$ cat src/rtl/core/apt_pkg.sv
// shared types and constants for the attribute pair tokenizer
package apt_pkg;

    typedef logic [7:0] byte_t;
    typedef logic [2:0] kind_t;
    typedef logic [2:0] phase_t;

    // result kinds
    localparam kind_t KIND_SKIP   = 3'd0;
    localparam kind_t KIND_NAME   = 3'd1;
    localparam kind_t KIND_VALUE  = 3'd2;
    localparam kind_t KIND_PAIR   = 3'd3;
    localparam kind_t KIND_SYNTAX = 3'd4;
    localparam kind_t KIND_UNBAL  = 3'd5;

    // character codes
    localparam byte_t CHAR_NUL    = 8'd0;
    localparam byte_t CHAR_TAB    = 8'd9;
    localparam byte_t CHAR_SPACE  = 8'd32;
    localparam byte_t CHAR_DQUOTE = 8'd34;
    localparam byte_t CHAR_SQUOTE = 8'd39;
    localparam byte_t CHAR_EQUALS = 8'd61;

    // space or tab
    function automatic logic is_ws(input byte_t c);
        return (c == CHAR_SPACE) || (c == CHAR_TAB);
    endfunction

    // ascii letter or digit
    function automatic logic is_alnum(input byte_t c);
        return ((c >= 8'd48) && (c <= 8'd57)) ||
               ((c >= 8'd65) && (c <= 8'd90)) ||
               ((c >= 8'd97) && (c <= 8'd122));
    endfunction

endpackage

$ cat src/rtl/core/attribute_pair_tokenizer_core.sv
// attribute pair tokenizer: byte classifier and pair state machine with result register
//
// Takes one byte of an attribute string per transfer and returns one result per byte:
// kind (skipped, name byte, value byte, pair complete, syntax error, unbalanced quote),
// the echoed byte for name and value bytes, and string_done on the zero terminator,
// which also returns the parser to its start state. One byte is accepted every cycle
// while the result register is free or draining; each result appears in the cycle after
// its byte is taken, from a single result register loaded while the previous result is
// taken, so throughput is one byte per cycle while out_ready stays high. The phase
// register and quote flag form the only loop and update when the byte is taken.
module attribute_pair_tokenizer_core
(
    input  logic       clk,
    input  logic       rst_n,
    input  logic       in_valid,
    output logic       in_ready,
    input  logic [7:0] char_code,
    output logic       out_valid,
    input  logic       out_ready,
    output logic [2:0] kind,
    output logic [7:0] byte_out,
    output logic       string_done
);

    // parse phases
    localparam apt_pkg::phase_t PH_BETWEEN = 3'd0;
    localparam apt_pkg::phase_t PH_NAME    = 3'd1;
    localparam apt_pkg::phase_t PH_SEP     = 3'd2;
    localparam apt_pkg::phase_t PH_EQ      = 3'd3;
    localparam apt_pkg::phase_t PH_UNQ     = 3'd4;
    localparam apt_pkg::phase_t PH_QUOTED  = 3'd5;
    localparam apt_pkg::phase_t PH_ERROR   = 3'd6;

    apt_pkg::phase_t phase_reg;
    apt_pkg::phase_t phase_next;
    logic            dquote_reg;
    logic            dquote_next;
    logic            out_valid_reg;
    apt_pkg::kind_t  kind_reg;
    apt_pkg::kind_t  kind_next;
    apt_pkg::byte_t  byte_reg;
    apt_pkg::byte_t  byte_next;
    logic            done_reg;
    logic            in_xfer;
    logic            c_ws;
    logic            c_alnum;
    logic            c_nul;
    logic            c_eq;
    apt_pkg::byte_t  close_quote;

    // accept whenever the result register is free or being drained
    assign in_ready = !out_valid_reg || out_ready;
    assign in_xfer  = in_valid && in_ready;

    // byte classes
    assign c_ws        = apt_pkg::is_ws(char_code);
    assign c_alnum     = apt_pkg::is_alnum(char_code);
    assign c_nul       = (char_code == apt_pkg::CHAR_NUL);
    assign c_eq        = (char_code == apt_pkg::CHAR_EQUALS);
    assign close_quote = dquote_reg ? apt_pkg::CHAR_DQUOTE : apt_pkg::CHAR_SQUOTE;

    // phase transition and result for the incoming byte
    always_comb
    begin
        apt_pkg::phase_t nxt;
        nxt         = phase_reg;
        kind_next   = apt_pkg::KIND_SKIP;
        byte_next   = apt_pkg::CHAR_NUL;
        dquote_next = dquote_reg;
        unique case (phase_reg)
            PH_BETWEEN:
            begin
                priority if (c_nul || c_ws)
                begin
                    kind_next = apt_pkg::KIND_SKIP;
                end
                else if (c_alnum)
                begin
                    kind_next = apt_pkg::KIND_NAME;
                    byte_next = char_code;
                    nxt       = PH_NAME;
                end
                else if (c_eq)
                begin
                    nxt = PH_EQ;
                end
                else
                begin
                    nxt = PH_SEP;
                end
            end
            PH_NAME:
            begin
                priority if (c_nul)
                begin
                    kind_next = apt_pkg::KIND_SYNTAX;
                end
                else if (c_alnum)
                begin
                    kind_next = apt_pkg::KIND_NAME;
                    byte_next = char_code;
                end
                else if (c_eq)
                begin
                    nxt = PH_EQ;
                end
                else
                begin
                    nxt = PH_SEP;
                end
            end
            PH_SEP:
            begin
                priority if (c_ws)
                begin
                    kind_next = apt_pkg::KIND_SKIP;
                end
                else if (c_eq)
                begin
                    nxt = PH_EQ;
                end
                else
                begin
                    kind_next = apt_pkg::KIND_SYNTAX;
                    nxt       = PH_ERROR;
                end
            end
            PH_EQ:
            begin
                priority if (c_ws)
                begin
                    kind_next = apt_pkg::KIND_SKIP;
                end
                else if ((char_code == apt_pkg::CHAR_DQUOTE) ||
                         (char_code == apt_pkg::CHAR_SQUOTE))
                begin
                    dquote_next = (char_code == apt_pkg::CHAR_DQUOTE);
                    nxt         = PH_QUOTED;
                end
                else if (c_alnum)
                begin
                    kind_next = apt_pkg::KIND_VALUE;
                    byte_next = char_code;
                    nxt       = PH_UNQ;
                end
                else
                begin
                    kind_next = apt_pkg::KIND_PAIR;
                    nxt       = PH_BETWEEN;
                end
            end
            PH_UNQ:
            begin
                if (c_alnum)
                begin
                    kind_next = apt_pkg::KIND_VALUE;
                    byte_next = char_code;
                end
                else
                begin
                    kind_next = apt_pkg::KIND_PAIR;
                    nxt       = PH_BETWEEN;
                end
            end
            PH_QUOTED:
            begin
                priority if (c_nul)
                begin
                    kind_next = apt_pkg::KIND_UNBAL;
                end
                else if (char_code == close_quote)
                begin
                    kind_next = apt_pkg::KIND_PAIR;
                    nxt       = PH_BETWEEN;
                end
                else
                begin
                    kind_next = apt_pkg::KIND_VALUE;
                    byte_next = char_code;
                end
            end
            default:
            begin
                // error phase and the unused code ignore bytes
                kind_next = apt_pkg::KIND_SKIP;
            end
        endcase
        // terminator returns to start
        if (c_nul)
        begin
            phase_next  = PH_BETWEEN;
            dquote_next = 1'b0;
        end
        else
        begin
            phase_next = nxt;
        end
    end

    // parser state
    always_ff @(posedge clk or negedge rst_n)
    begin
        if (!rst_n)
        begin
            phase_reg  <= PH_BETWEEN;
            dquote_reg <= 1'b0;
        end
        else if (in_xfer)
        begin
            phase_reg  <= phase_next;
            dquote_reg <= dquote_next;
        end
    end

    // result valid
    always_ff @(posedge clk or negedge rst_n)
    begin
        if (!rst_n)
        begin
            out_valid_reg <= 1'b0;
        end
        else if (in_ready)
        begin
            out_valid_reg <= in_valid;
        end
    end

    // result payload
    always_ff @(posedge clk)
    begin
        if (in_xfer)
        begin
            kind_reg <= kind_next;
            byte_reg <= byte_next;
            done_reg <= c_nul;
        end
    end

    assign out_valid   = out_valid_reg;
    assign kind        = kind_reg;
    assign byte_out    = byte_reg;
    assign string_done = done_reg;

endmodule
$ cat config.mk
export PLATFORM = sky130hd
export DESIGN_NAME = attribute_pair_tokenizer_core
export DESIGN_NICKNAME = d
export VERILOG_FILES = /design/src/rtl/core/apt_pkg.sv /design/src/rtl/core/attribute_pair_tokenizer_core.sv
export SDC_FILE = /design/constraint.sdc
export NUM_CORES = 1
export LEC_CHECK = 0
export ABC_AREA = 1
export BUFFER_PORTS_ARGS = -buffer_cell sky130_fd_sc_hd__buf_2
export CORE_AREA = 4 4 69 71
export CTS_CLUSTER_SIZE = 24
export DETAILED_ROUTE_END_ITERATION = 10
export DIE_AREA = 0 0 73 75
export HOLD_SLACK_MARGIN = 0.08
export PLACE_DENSITY = 0.64
export SYNTH_ARGS = -nofsm -noshare
export SYNTH_HDL_FRONTEND = slang
export SYNTH_SLANG_ARGS = --single-unit
$ cat constraint.sdc
create_clock -name clk -period 3 [get_ports clk]
set_input_delay 0.6 -clock clk [delete_from_list [all_inputs] [get_ports clk]]
set_output_delay 0.6 -clock clk [all_outputs]
set_load 0.05 [all_outputs]
# Yosys cells after proc, flatten, opt, wreduce, memory -nomap -nowiden
# Index checks and enable logic that the tools add are counted.
word_totals:
  reg_bits: 17
  latchBits: 0
  mem_bits_rw: 0
  romBits: 0
  in_bits: 12
  output_inout_bits: 14
  elab_cells: 85
  mem_count: 0
op_classes:
  add_sub_neg: 0
  multipliers: 0
  n_div: 0
  n_lt_le_gt_ge: 6
  eq_ne: 18
  shift: 0
  mux: 37
  bitwise_logic: 0
  n_reduce_logical: 18
ops:
  columns: ["op", "count"]
  rows:
  - ["$mux 8", 7]
  - ["$mux 3", 15]
  - ["$pmux 8 s5", 1]
  - ["$pmux 3 s6", 2]
  - ["$eq 8x6->1 const B", 4]
  - ["$ne 3x3->1 const B", 6]
  - ["$ge 8x7->1 const B", 2]
  - ["$le 8x7->1 const B", 2]
  - ["$mux 1", 9]
  - ["$eq 8x4->1 const B", 1]
  - ["$eq 8x6->1", 1]
  - ["$ge 8x6->1 const B", 1]
  - ["$le 8x6->1 const B", 1]
  - ["$logic_not 8->1", 1]
  - ["$reduce_and 8->1", 1]
  - ["$reduce_bool 7->1", 1]
  - ["$eq 3x2->1 const B", 2]
  - ["$eq 3x3->1 const B", 2]
  - ["$logic_or 1x1->1", 6]
  - ["$mux 2", 3]
  - ["$logic_and 1x1->1", 4]
  - ["$reduce_and 4->1", 1]
  - ["$reduce_bool 2->1", 2]
  - ["$eq 3x1->1 const B", 1]
  - ["other kinds (3)", 3]

# Depth between registers and ports, before layout
# Gate-level depths: netlist of the first run.
logic_depth:
  ltp_word: 9
  ltp_mapped: 11
  mapped_depth_nobuf: 10

# Least setup slack after synthesis of the first run
# No wires, ideal clock.
synth_timing:
  path_type: "flip-flop to flip-flop"
  startpoint: "register out_valid_reg, in the netlist out_valid"
  endpoint: "register dquote_reg"
  setup_time_ns: 0.121
  t_arrival_ns: 1.825
  t_required_ns: 2.879
  slack_ns: 1.054
  path_stages_with_launch: 7
  n_path_buf: 0
  period_less_slack_ns: 1.946
  path_cell_list: "dfrtp_1 > nand2_1 > nand2_1 > inv_1 > nand4_1 > nand2_1 > o21ai_1"
synth_between:
  elab_chain_cells: 4
synth_lines:
  columns: ["element", "line", "source"]
  rows:
  - ["from (decl)", "attribute_pair_tokenizer_core.sv:38", "logic out_valid_reg;"]
  - ["from (signal assigned)", "attribute_pair_tokenizer_core.sv:224", "out_valid_reg <= in_valid;"]
  - ["$logic_not 1->1", "attribute_pair_tokenizer_core.sv:52", "assign in_ready = !out_valid_reg || out_ready;"]
  - ["$logic_or 1x1->1", "attribute_pair_tokenizer_core.sv:52", null]
  - ["named net in_ready", "attribute_pair_tokenizer_core.sv:16", "output logic in_ready,"]
  - ["$logic_and 1x1->1", "attribute_pair_tokenizer_core.sv:53", "assign in_xfer = in_valid && in_ready;"]
  - ["named net in_xfer", "attribute_pair_tokenizer_core.sv:44", "logic in_xfer;"]
  - ["$reduce_and 4->1 (no source line)", null, null]
  - ["to (signal assigned)", "attribute_pair_tokenizer_core.sv:211", "dquote_reg <= dquote_next;"]
  - ["to (decl)", "attribute_pair_tokenizer_core.sv:36", "logic dquote_reg;"]
# The timed path passes the listed nets, and every way through them passes these cells.
# A chain may end at the register's enable or synchronous reset.

# Worst setup path after layout of the first run
layout_timing:
  startpoint: "input char_code[0]"
  endpoint: "register phase_reg[1]"
layout_between:
  elab_chain_cells: 8
  word_cells_on_any_way: 34
  classes_between: "6 x order compare; 11 x eq/ne; 6 x mux; 11 x reduce/logical"
layout_lines:
  columns: ["element", "line", "source"]
  rows:
  - ["from (decl)", "attribute_pair_tokenizer_core.sv:17", "input logic [7:0] char_code,"]
  - ["$ge 8x6->1, or another cell as far along", "apt_pkg.sv:31", "return ((c >= 8'd48) && (c <= 8'd57)) ||"]
  - ["$logic_and 1x1->1 (on tied branches)", "apt_pkg.sv:31, apt_pkg.sv:32", null]
  - ["$logic_or 1x1->1", "apt_pkg.sv:31", null]
  - ["$logic_or 1x1->1", "apt_pkg.sv:32", "((c >= 8'd65) && (c <= 8'd90)) ||"]
  - ["$mux 2", "attribute_pair_tokenizer_core.sv:77", "else if (c_alnum)"]
  - ["$mux 3", "attribute_pair_tokenizer_core.sv:73", "priority if (c_nul || c_ws)"]
  - ["$pmux 3 s6", "attribute_pair_tokenizer_core.sv:70", "unique case (phase_reg)"]
  - ["$mux 3", "attribute_pair_tokenizer_core.sv:189", "if (c_nul)"]
  - ["to (signal assigned)", "attribute_pair_tokenizer_core.sv:210", "phase_reg <= phase_next;"]
  - ["to (decl)", "attribute_pair_tokenizer_core.sv:34", "apt_pkg::phase_t phase_reg;"]
# Several ways; a longest one is shown, not always the timed one. The select of a mux whose other input is x is not followed.

==> results of run 1 <==
[logic make-up (layout without fill, tap and decap cells)]
| group | count (synthesis) | in the layout | synth area share [%] |
|---|---|---|---|
| compound gates | 18 | 18 | 7.67 |
| simple gates | 127 | 127 | 46.8 |
| buf+inv | 32 | 52 | 12.1 |
| flops | 17 | 17 | 33.4 |
[metal layers]
metal  GRT usage [%]  up-vias  routed length [um]  share of wire [%]
met5               0        -                   0                  0
met4            4.92        0                  34                1.1
met3            1.20        4                 194                6.1
met2            19.0       40                1460                 46
met1            17.2      610                1500                 47
li1                -      683                   -                  -
[how the worst max path moves through the flow]
stage                                     start                       end  cells after the start
final                              char_code[0]  phase_reg[1]$_DFFE_PN0P_                     10
after global routing               char_code[0]  phase_reg[1]$_DFFE_PN0P_                     10
after CTS                          char_code[0]  phase_reg[1]$_DFFE_PN0P_                     10
after detailed placement           char_code[0]  phase_reg[1]$_DFFE_PN0P_                     10
after global placement             char_code[0]  phase_reg[1]$_DFFE_PN0P_                     10
after floorplan           out_valid$_DFFE_PN0N_    dquote_reg$_DFFE_PN0P_                      6
[cells in the final DEF (no fill, tap or decap), drive strengths merged]
master,netlist,layout
or2,1,1
nand2,58,58
dfrtp,5,5
nand4,10,10
inv,23,23
o21ai,8,8
nor2,27,27
clkbuf,0,4
nand3,29,29
edfxtp,12,12
nor3,2,2
o211ai,7,7
buf,9,25
a21oi,3,3
[power by group]
part / switching (W) / total, W / leakage, nW / internal (W)
sequential: 0.0000406 / 0.000353 / 0.182 / 0.000312
combinational: 0.000368 / 0.000507 / 0.580 / 0.000139
clock: 0.0000807 / 0.000175 / 0.0228 / 0.0000943
total: 0.000490 / 0.00104 / 0.785 / 0.000546
[synth_stat cells, drive strengths merged]
cell type	number	share of area, %
inv	23	5.9
o211ai	7	3.6
or2	1	0.43
dfrtp	5	8.6
nor2	27	12
buf	9	6.2
nor3	2	1.5
nand4	10	4.7
edfxtp	12	25
nand2	58	17
o21ai	8	2.8
a21oi	3	1.3
nand3	29	12
[critical path, cell delays in order]
cell and delay, ns:
buf_2 0.22, nor2_4 0.08, nand3_1 0.10, nand3_2 0.14
nor2_4 0.45, nand2_1 0.10, nand2_1 0.08, nor2_1 0.04
nand2_1 0.06, nand2_1 0.05
[area by class of cell]
class                           count  area share, %
Tap cell                           52           4.07
Inverter                           23           5.40
Timing Repair Buffer               25           7.83
Multi-Input combinational cell    145           49.5
Clock buffer                        4           2.82
Sequential cell                    17           30.4
[metrics by stage]
| step | std cells | worst slack (ns) |
|---|---|---|
| finish | 266 | 1.23 |
| global route | 266 | 1.05 |
| CTS | 266 | 1.23 |
| detailed placement | 262 | 0.960 |
| global placement | 262 | 0.982 |
| floorplan | 194 | 1.05 |
==> flow_summary.json, run 1 <==
{
  "min_period_ns": 1.77,
  "fillerInstances": 474,
  "setup_viol": 0,
  "largest_reg_flops": 8,
  "diodes": 0,
  "outcome": "complete, no violations",
  "final_cell_area_mm2": 0.00160,
  "arrival_ns": 1.92,
  "slew_headroom_pct": 33.7,
  "start_util_pct": 34.3,
  "synth_nets": 206,
  "clk_latency_ns": 0.25,
  "cts_made_buffers": 3,
  "first_global_vias": 1126,
  "areaGrowthSynthToFinish_pct": 9.99,
  "boundaryPins": 26,
  "holdWs_ns": 0.150,
  "total_power_w": 0.00104,
  "worstMarginPinSlew_ns": 0.987,
  "design.die.area_mm2": 0.00548,
  "firstDrtPassIters": 4,
  "grt_pass1_wl_um": 5180,
  "r2r-start": "phase_reg[1]$_DFFE_PN0P_",
  "initialDrtViolationCount": 134,
  "gp_congestion": 0.818,
  "antenna_found_initial": 0,
  "leakagePower_nw": 0.785,
  "clock-sinks": 17,
  "tritoncts": "yes",
  "track_usage_pct": 12.1,
  "core_area_mm2": 0.00423,
  "fin_crit_sh_pct": 59.1,
  "critPathCaptureType": "flip-flop",
  "yosys_warnings": 0,
  "fp.dieH_um": 75,
  "regToRegEndpoint": "byte_out[4]$_DFFE_PP_",
  "clk_pin_slew_ns": 0.07,
  "placementRows": 24,
  "cts_hold_buf": 0,
  "min_path_type": "input port to asynchronous set/reset pin",
  "die_w_um": 73,
  "ir_drop_mv": 0.188,
  "avgSynthCellArea_um2": 7.49,
  "fin_util_pct": 37.7,
  "reg2reg_depth": 3,
  "startpoint_type": "input port",
  "rsz0062_at_grt": "no",
  "cts_max_level": 1,
  "crit_fanout": 25,
  "cts-root-buf": "clkbuf_8",
  "yosys_register_bits": 17,
  "ys_seq_area_share_pct": 33.4,
  "vias": 1337,
  "layout.nets": 227,
  "layout-drive-gt1-share_pct": 27.6,
  "skew_ns": 0.00336,
  "wl_per_cell_um": 12.0,
  "grt_max_degree": 26,
  "max_clock_freq_mhz": 564,
  "hold_viol_final": 0,
  "grt_overflow": 0,
  "tns_ns": 0,
  "multi_input_area_um2": 791,
  "drv_cap": 0,
  "syn_inst": 194,
  "detailed_place_hpwl_um": 2450,
  "synth_area_mm2": 0.00145,
  "maxSlewViolCount": 0,
  "drt-total-wl_um": 3190,
  "place_area_mm2": 0.00155,
  "routed_via_density": 5.03,
  "drc_errors": 0,
  "critical_path_class": "input port to flip-flop",
  "clk_path_buf_depth": 2,
  "postCtsSetupRepairBufs": 0,
  "required_ns": 3.15,
  "worst-r2r-setup-slack_ns": 1.25,
  "drtAntennaViolNets": 0,
  "cts-resized-gates": 0,
  "seq_area_um2": 485,
  "powerDensity_mw_per_mm2": 648,
  "port_buffers": 25,
  "yosysUniqueCellTypes": 26
}
No activity file was read; power rests on OpenSTA's default activity.
==> inputs of run 2 (changes only) <==
--- a/config.mk
+++ b/config.mk
@@ -5,14 +5,14 @@
 export SDC_FILE = /design/constraint.sdc
 export NUM_CORES = 1
 export LEC_CHECK = 0
-export ABC_AREA = 1
+export ABC_AREA = 0
 export BUFFER_PORTS_ARGS = -buffer_cell sky130_fd_sc_hd__buf_2
-export CORE_AREA = 4 4 69 71
+export CORE_AREA = 4 4 62 64
 export CTS_CLUSTER_SIZE = 24
 export DETAILED_ROUTE_END_ITERATION = 10
-export DIE_AREA = 0 0 73 75
+export DIE_AREA = 0 0 66 68
 export HOLD_SLACK_MARGIN = 0.08
-export PLACE_DENSITY = 0.64
+export PLACE_DENSITY = 0.65
 export SYNTH_ARGS = -nofsm -noshare
 export SYNTH_HDL_FRONTEND = slang
 export SYNTH_SLANG_ARGS = --single-unit
==> constraint.sdc (replaced) <==
create_clock -name clk -period 1.75 [get_ports clk]
set_input_delay 0.35 -clock clk [delete_from_list [all_inputs] [get_ports clk]]
set_output_delay 0.35 -clock clk [all_outputs]
set_load 0.05 [all_outputs]
==> run 2 against run 1 <==
  * The flow now finishes with violations (setup timing)
  * Clock skew rose by 0.0035 ns
  * Critical path depth fell by 5
  * Cell area is 1.5% lower
  * Synthesized cell count down 43%
  * Sequential power up 66%
  * Critical endpoint is now phase_reg[0]$_DFFE_PN0P_
==> flow_summary.json, run 2 <==
{
  "synth_edf_count": 12,
  "hold_start": "in_valid",
  "cts-root-buf": "clkbuf_4",
  "startpoint_type": "flip-flop",
  "rsz0062_at_grt": "yes",
  "setup_viol": 2,
  "synth.most_common_cell": "edfxtp_1",
  "antenna_found_initial": 0,
  "synth_nets": 123,
  "synthArstFlopShare_pct": 29.4,
  "layout-drive-gt1-share_pct": 46.3,
  "synth_top_area_share_pct": 31.7,
  "synth_area_mm2": 0.00114,
  "grt_max_degree": 13,
  "core_area_mm2": 0.00328,
  "drc_errors": 0,
  "yosysUniqueCellTypes": 52,
  "yosys_warnings": 0,
  "synthXorXnorAreaFrac_pct": 0,
  "fin_ws_ns": -0.0347,
  "final_cell_area_mm2": 0.00157,
  "crit_fanout": 3,
  "pwr-share-seq_pct": 38.0,
  "critical_path_class": "flip-flop to flip-flop",
  "muxShareOfSynthArea_pct": 1.87,
  "yosys.area_share.simple_pct": 22.9,
  "arrival_ns": 2.00,
  "grt_pass1_wl_um": 4620,
  "place_area_mm2": 0.00151,
  "gp_congestion": 1.03,
  "outcome": "finished with violations",
  "largest_reg_flops": 8,
  "drt-total-wl_um": 2920,
  "pre_cts_ws_ns": -0.317,
  "layout_commonest_cell": "buf_2",
  "design.die.area_mm2": 0.00449,
  "wl_per_cell_um": 14.2,
  "worstMarginPinSlew_ns": 0.443,
  "ys_seq_area_share_pct": 42.7,
  "cts_max_level": 1,
  "yosys_register_bits": 17,
  "crit_chain": "or3b_4 > a211oi_4 > o22ai_2 > or2_4 > o32ai_2",
  "holdWs_ns": 0.247,
  "critPathTopFamily": "compound AO/OA/AOI/OAI gates",
  "first_global_vias": 1027,
  "start_util_pct": 34.6,
  "ir_drop_mv": 0.329,
  "violations": "setup timing",
  "tritoncts": "yes",
  "min_path_type": "input port to flip-flop",
  "drv_cap": 0,
  "syn_inst": 111,
  "r2r-start": "dquote_reg$_DFFE_PN0P_",
  "synth_common_cells": "12 x edfxtp_1, 8 x nor2_1, 8 x o21ai_0",
  "maxSlewViolCount": 0,
  "ys_top_cells_by_area": "edfxtp_1 32%, dfrtp_1 11%, o21ai_0 3.5%",
  "max_clock_freq_mhz": 560,
  "layout.nets": 173,
  "fin_util_pct": 47.9,
  "initialDrtViolationCount": 83,
  "max_stage_delay_ns": 0.39,
  "routed_via_density": 5.32,
  "areaGrowthSynthToFinish_pct": 38.4,
  "avgSynthCellArea_um2": 10.2,
  "grt_overflow": 0,
  "clk_latency_ns": 0.31,
  "clk_pin_slew_ns": 0.11,
  "fp.dieH_um": 68,
  "clk_path_buf_depth": 2,
  "synth_fa_ha_area_share_pct": 0,
  "tns_ns": -0.0521,
  "switching_share_pct": 42.1,
  "min_period_ns": 1.78,
  "p_sw_w": 0.000649,
  "synth_compound_area_share_pct": 29.3,
  "crit_slowest_cell": "or3b_4",
  "placementRows": 21,
  "yosysTopAreaCell": "edfxtp_1",
  "track_usage_pct": 13.4,
  "skew_ns": 0.00684,
  "vias": 1096,
  "powerDensity_mw_per_mm2": 980,
  "cts_made_buffers": 3,
  "p_comb_share_pct": 47.4,
  "required_ns": 1.97,
  "cp-startpoint": "dquote_reg$_DFFE_PN0P_",
  "leakagePower_nw": 0.640,
  "hold_viol_final": 0,
  "synth_top_family_by_area": "compound AO/OA/AOI/OAI gates",
  "diodes": 0,
  "path_buf_inv": 0,
  "die_w_um": 66,
  "fin_crit_sh_pct": 102,
  "final_cell_mix": "25 x buf_2, 24 x buf_4, 12 x edfxtp_1",
  "postCtsSetupRepairBufs": 0,
  "p_int_w": 0.000893,
  "power_frac_clock_pct": 14.6,
  "drtAntennaViolNets": 0,
  "boundaryPins": 26,
  "clock-sinks": 17,
  "synth_ff_type": "edfxtp_1",
  "detailed_place_hpwl_um": 2330,
  "critPathCaptureType": "flip-flop",
  "slew_headroom_pct": 70.4,
  "firstDrtPassIters": 4,
  "port_buffers": 25
}
[run 2: changes by cell type after synthesis, moves of 5 or more]
cell	delta
nand2_1	-44
inv_1	-16
nand2_2	-7
buf_6	-5
o211ai_1	-6
nand3_1	-25
nor2_2	-7
nand4_1	-8
a21boi_0	+5
nor2_1	-6
[run 2: worst paths after layout]
path                                                 end  slack, ns  depth (start not counted)
worst max-delay path            phase_reg[0]$_DFFE_PN0P_      -0.03                          5
worst min-delay path               out_valid$_DFFE_PN0N_       0.25                          2
worst max register to register  phase_reg[0]$_DFFE_PN0P_      -0.03                          5
worst min register to register    dquote_reg$_DFFE_PN0P_       0.54                          1
max in group asynchronous          out_valid$_DFFE_PN0N_       1.25                          2
min in group asynchronous         dquote_reg$_DFFE_PN0P_       0.37                          2
[run 2: layer usage]
| metal | up-vias | global-route usage, % | share of wire (%) |
|---|---|---|---|
| met5 | - | 0 | 0 |
| met4 | 0 | 6.85 | 2.0 |
| met3 | 7 | 1.97 | 5.4 |
| met2 | 37 | 23.8 | 52 |
| met1 | 524 | 15.6 | 41 |
| li1 | 528 | - | - |
[run 2: timing repair]
| action | in CTS | in global routing |
|---|---|---|
| setup endpoints to repair | 4 | 8 |
| hold buffers | 1 | 0 |
| gates resized for setup | 2 | 8 |
| hold endpoints to repair | 5 | 0 |
| pin swaps | 0 | 5 |
[run 2: power groups by stage]
stage	sequential, W	combinational (W)	clock (W)
4_1_cts	0.000584	0.000722	0.000224
5_1_grt	0.000596	0.000791	0.000253
6_report	0.000586	0.000731	0.000225
2_1_floorplan	0.000665	0.000439	0
3_5_place_dp	0.000593	0.000713	0
3_3_place_gp	0.000589	0.000700	0
[run 2: cell families after synthesis]
| kind of cell | after synthesis |
|---|---|
| AOI/OAI and AO/OA | 41 |
| buffers and inverters | 8 |
| DFF | 17 |
| muxes | 2 |
| and+or+nand+nor | 43 |
[run 2: cell type report]
| type | instances | area [um^2] |
|---|---|---|
| tap | 46 | 57.6 |
| clock buffer | 3 | 22.5 |
| inverter | 3 | 11.3 |
| clock inverter | 1 | 5.00 |
| fill | 284 | 1710 |
| multi-input combinational | 86 | 677 |
| timing repair buffer | 50 | 315 |
| sequential | 17 | 485 |
[run 2: stage by stage]
step                instances  power [W]
global route              206    0.00164
global placement          201    0.00129
finish                    206    0.00154
detailed placement        201    0.00131
CTS                       206    0.00153
floorplan                 111    0.00110
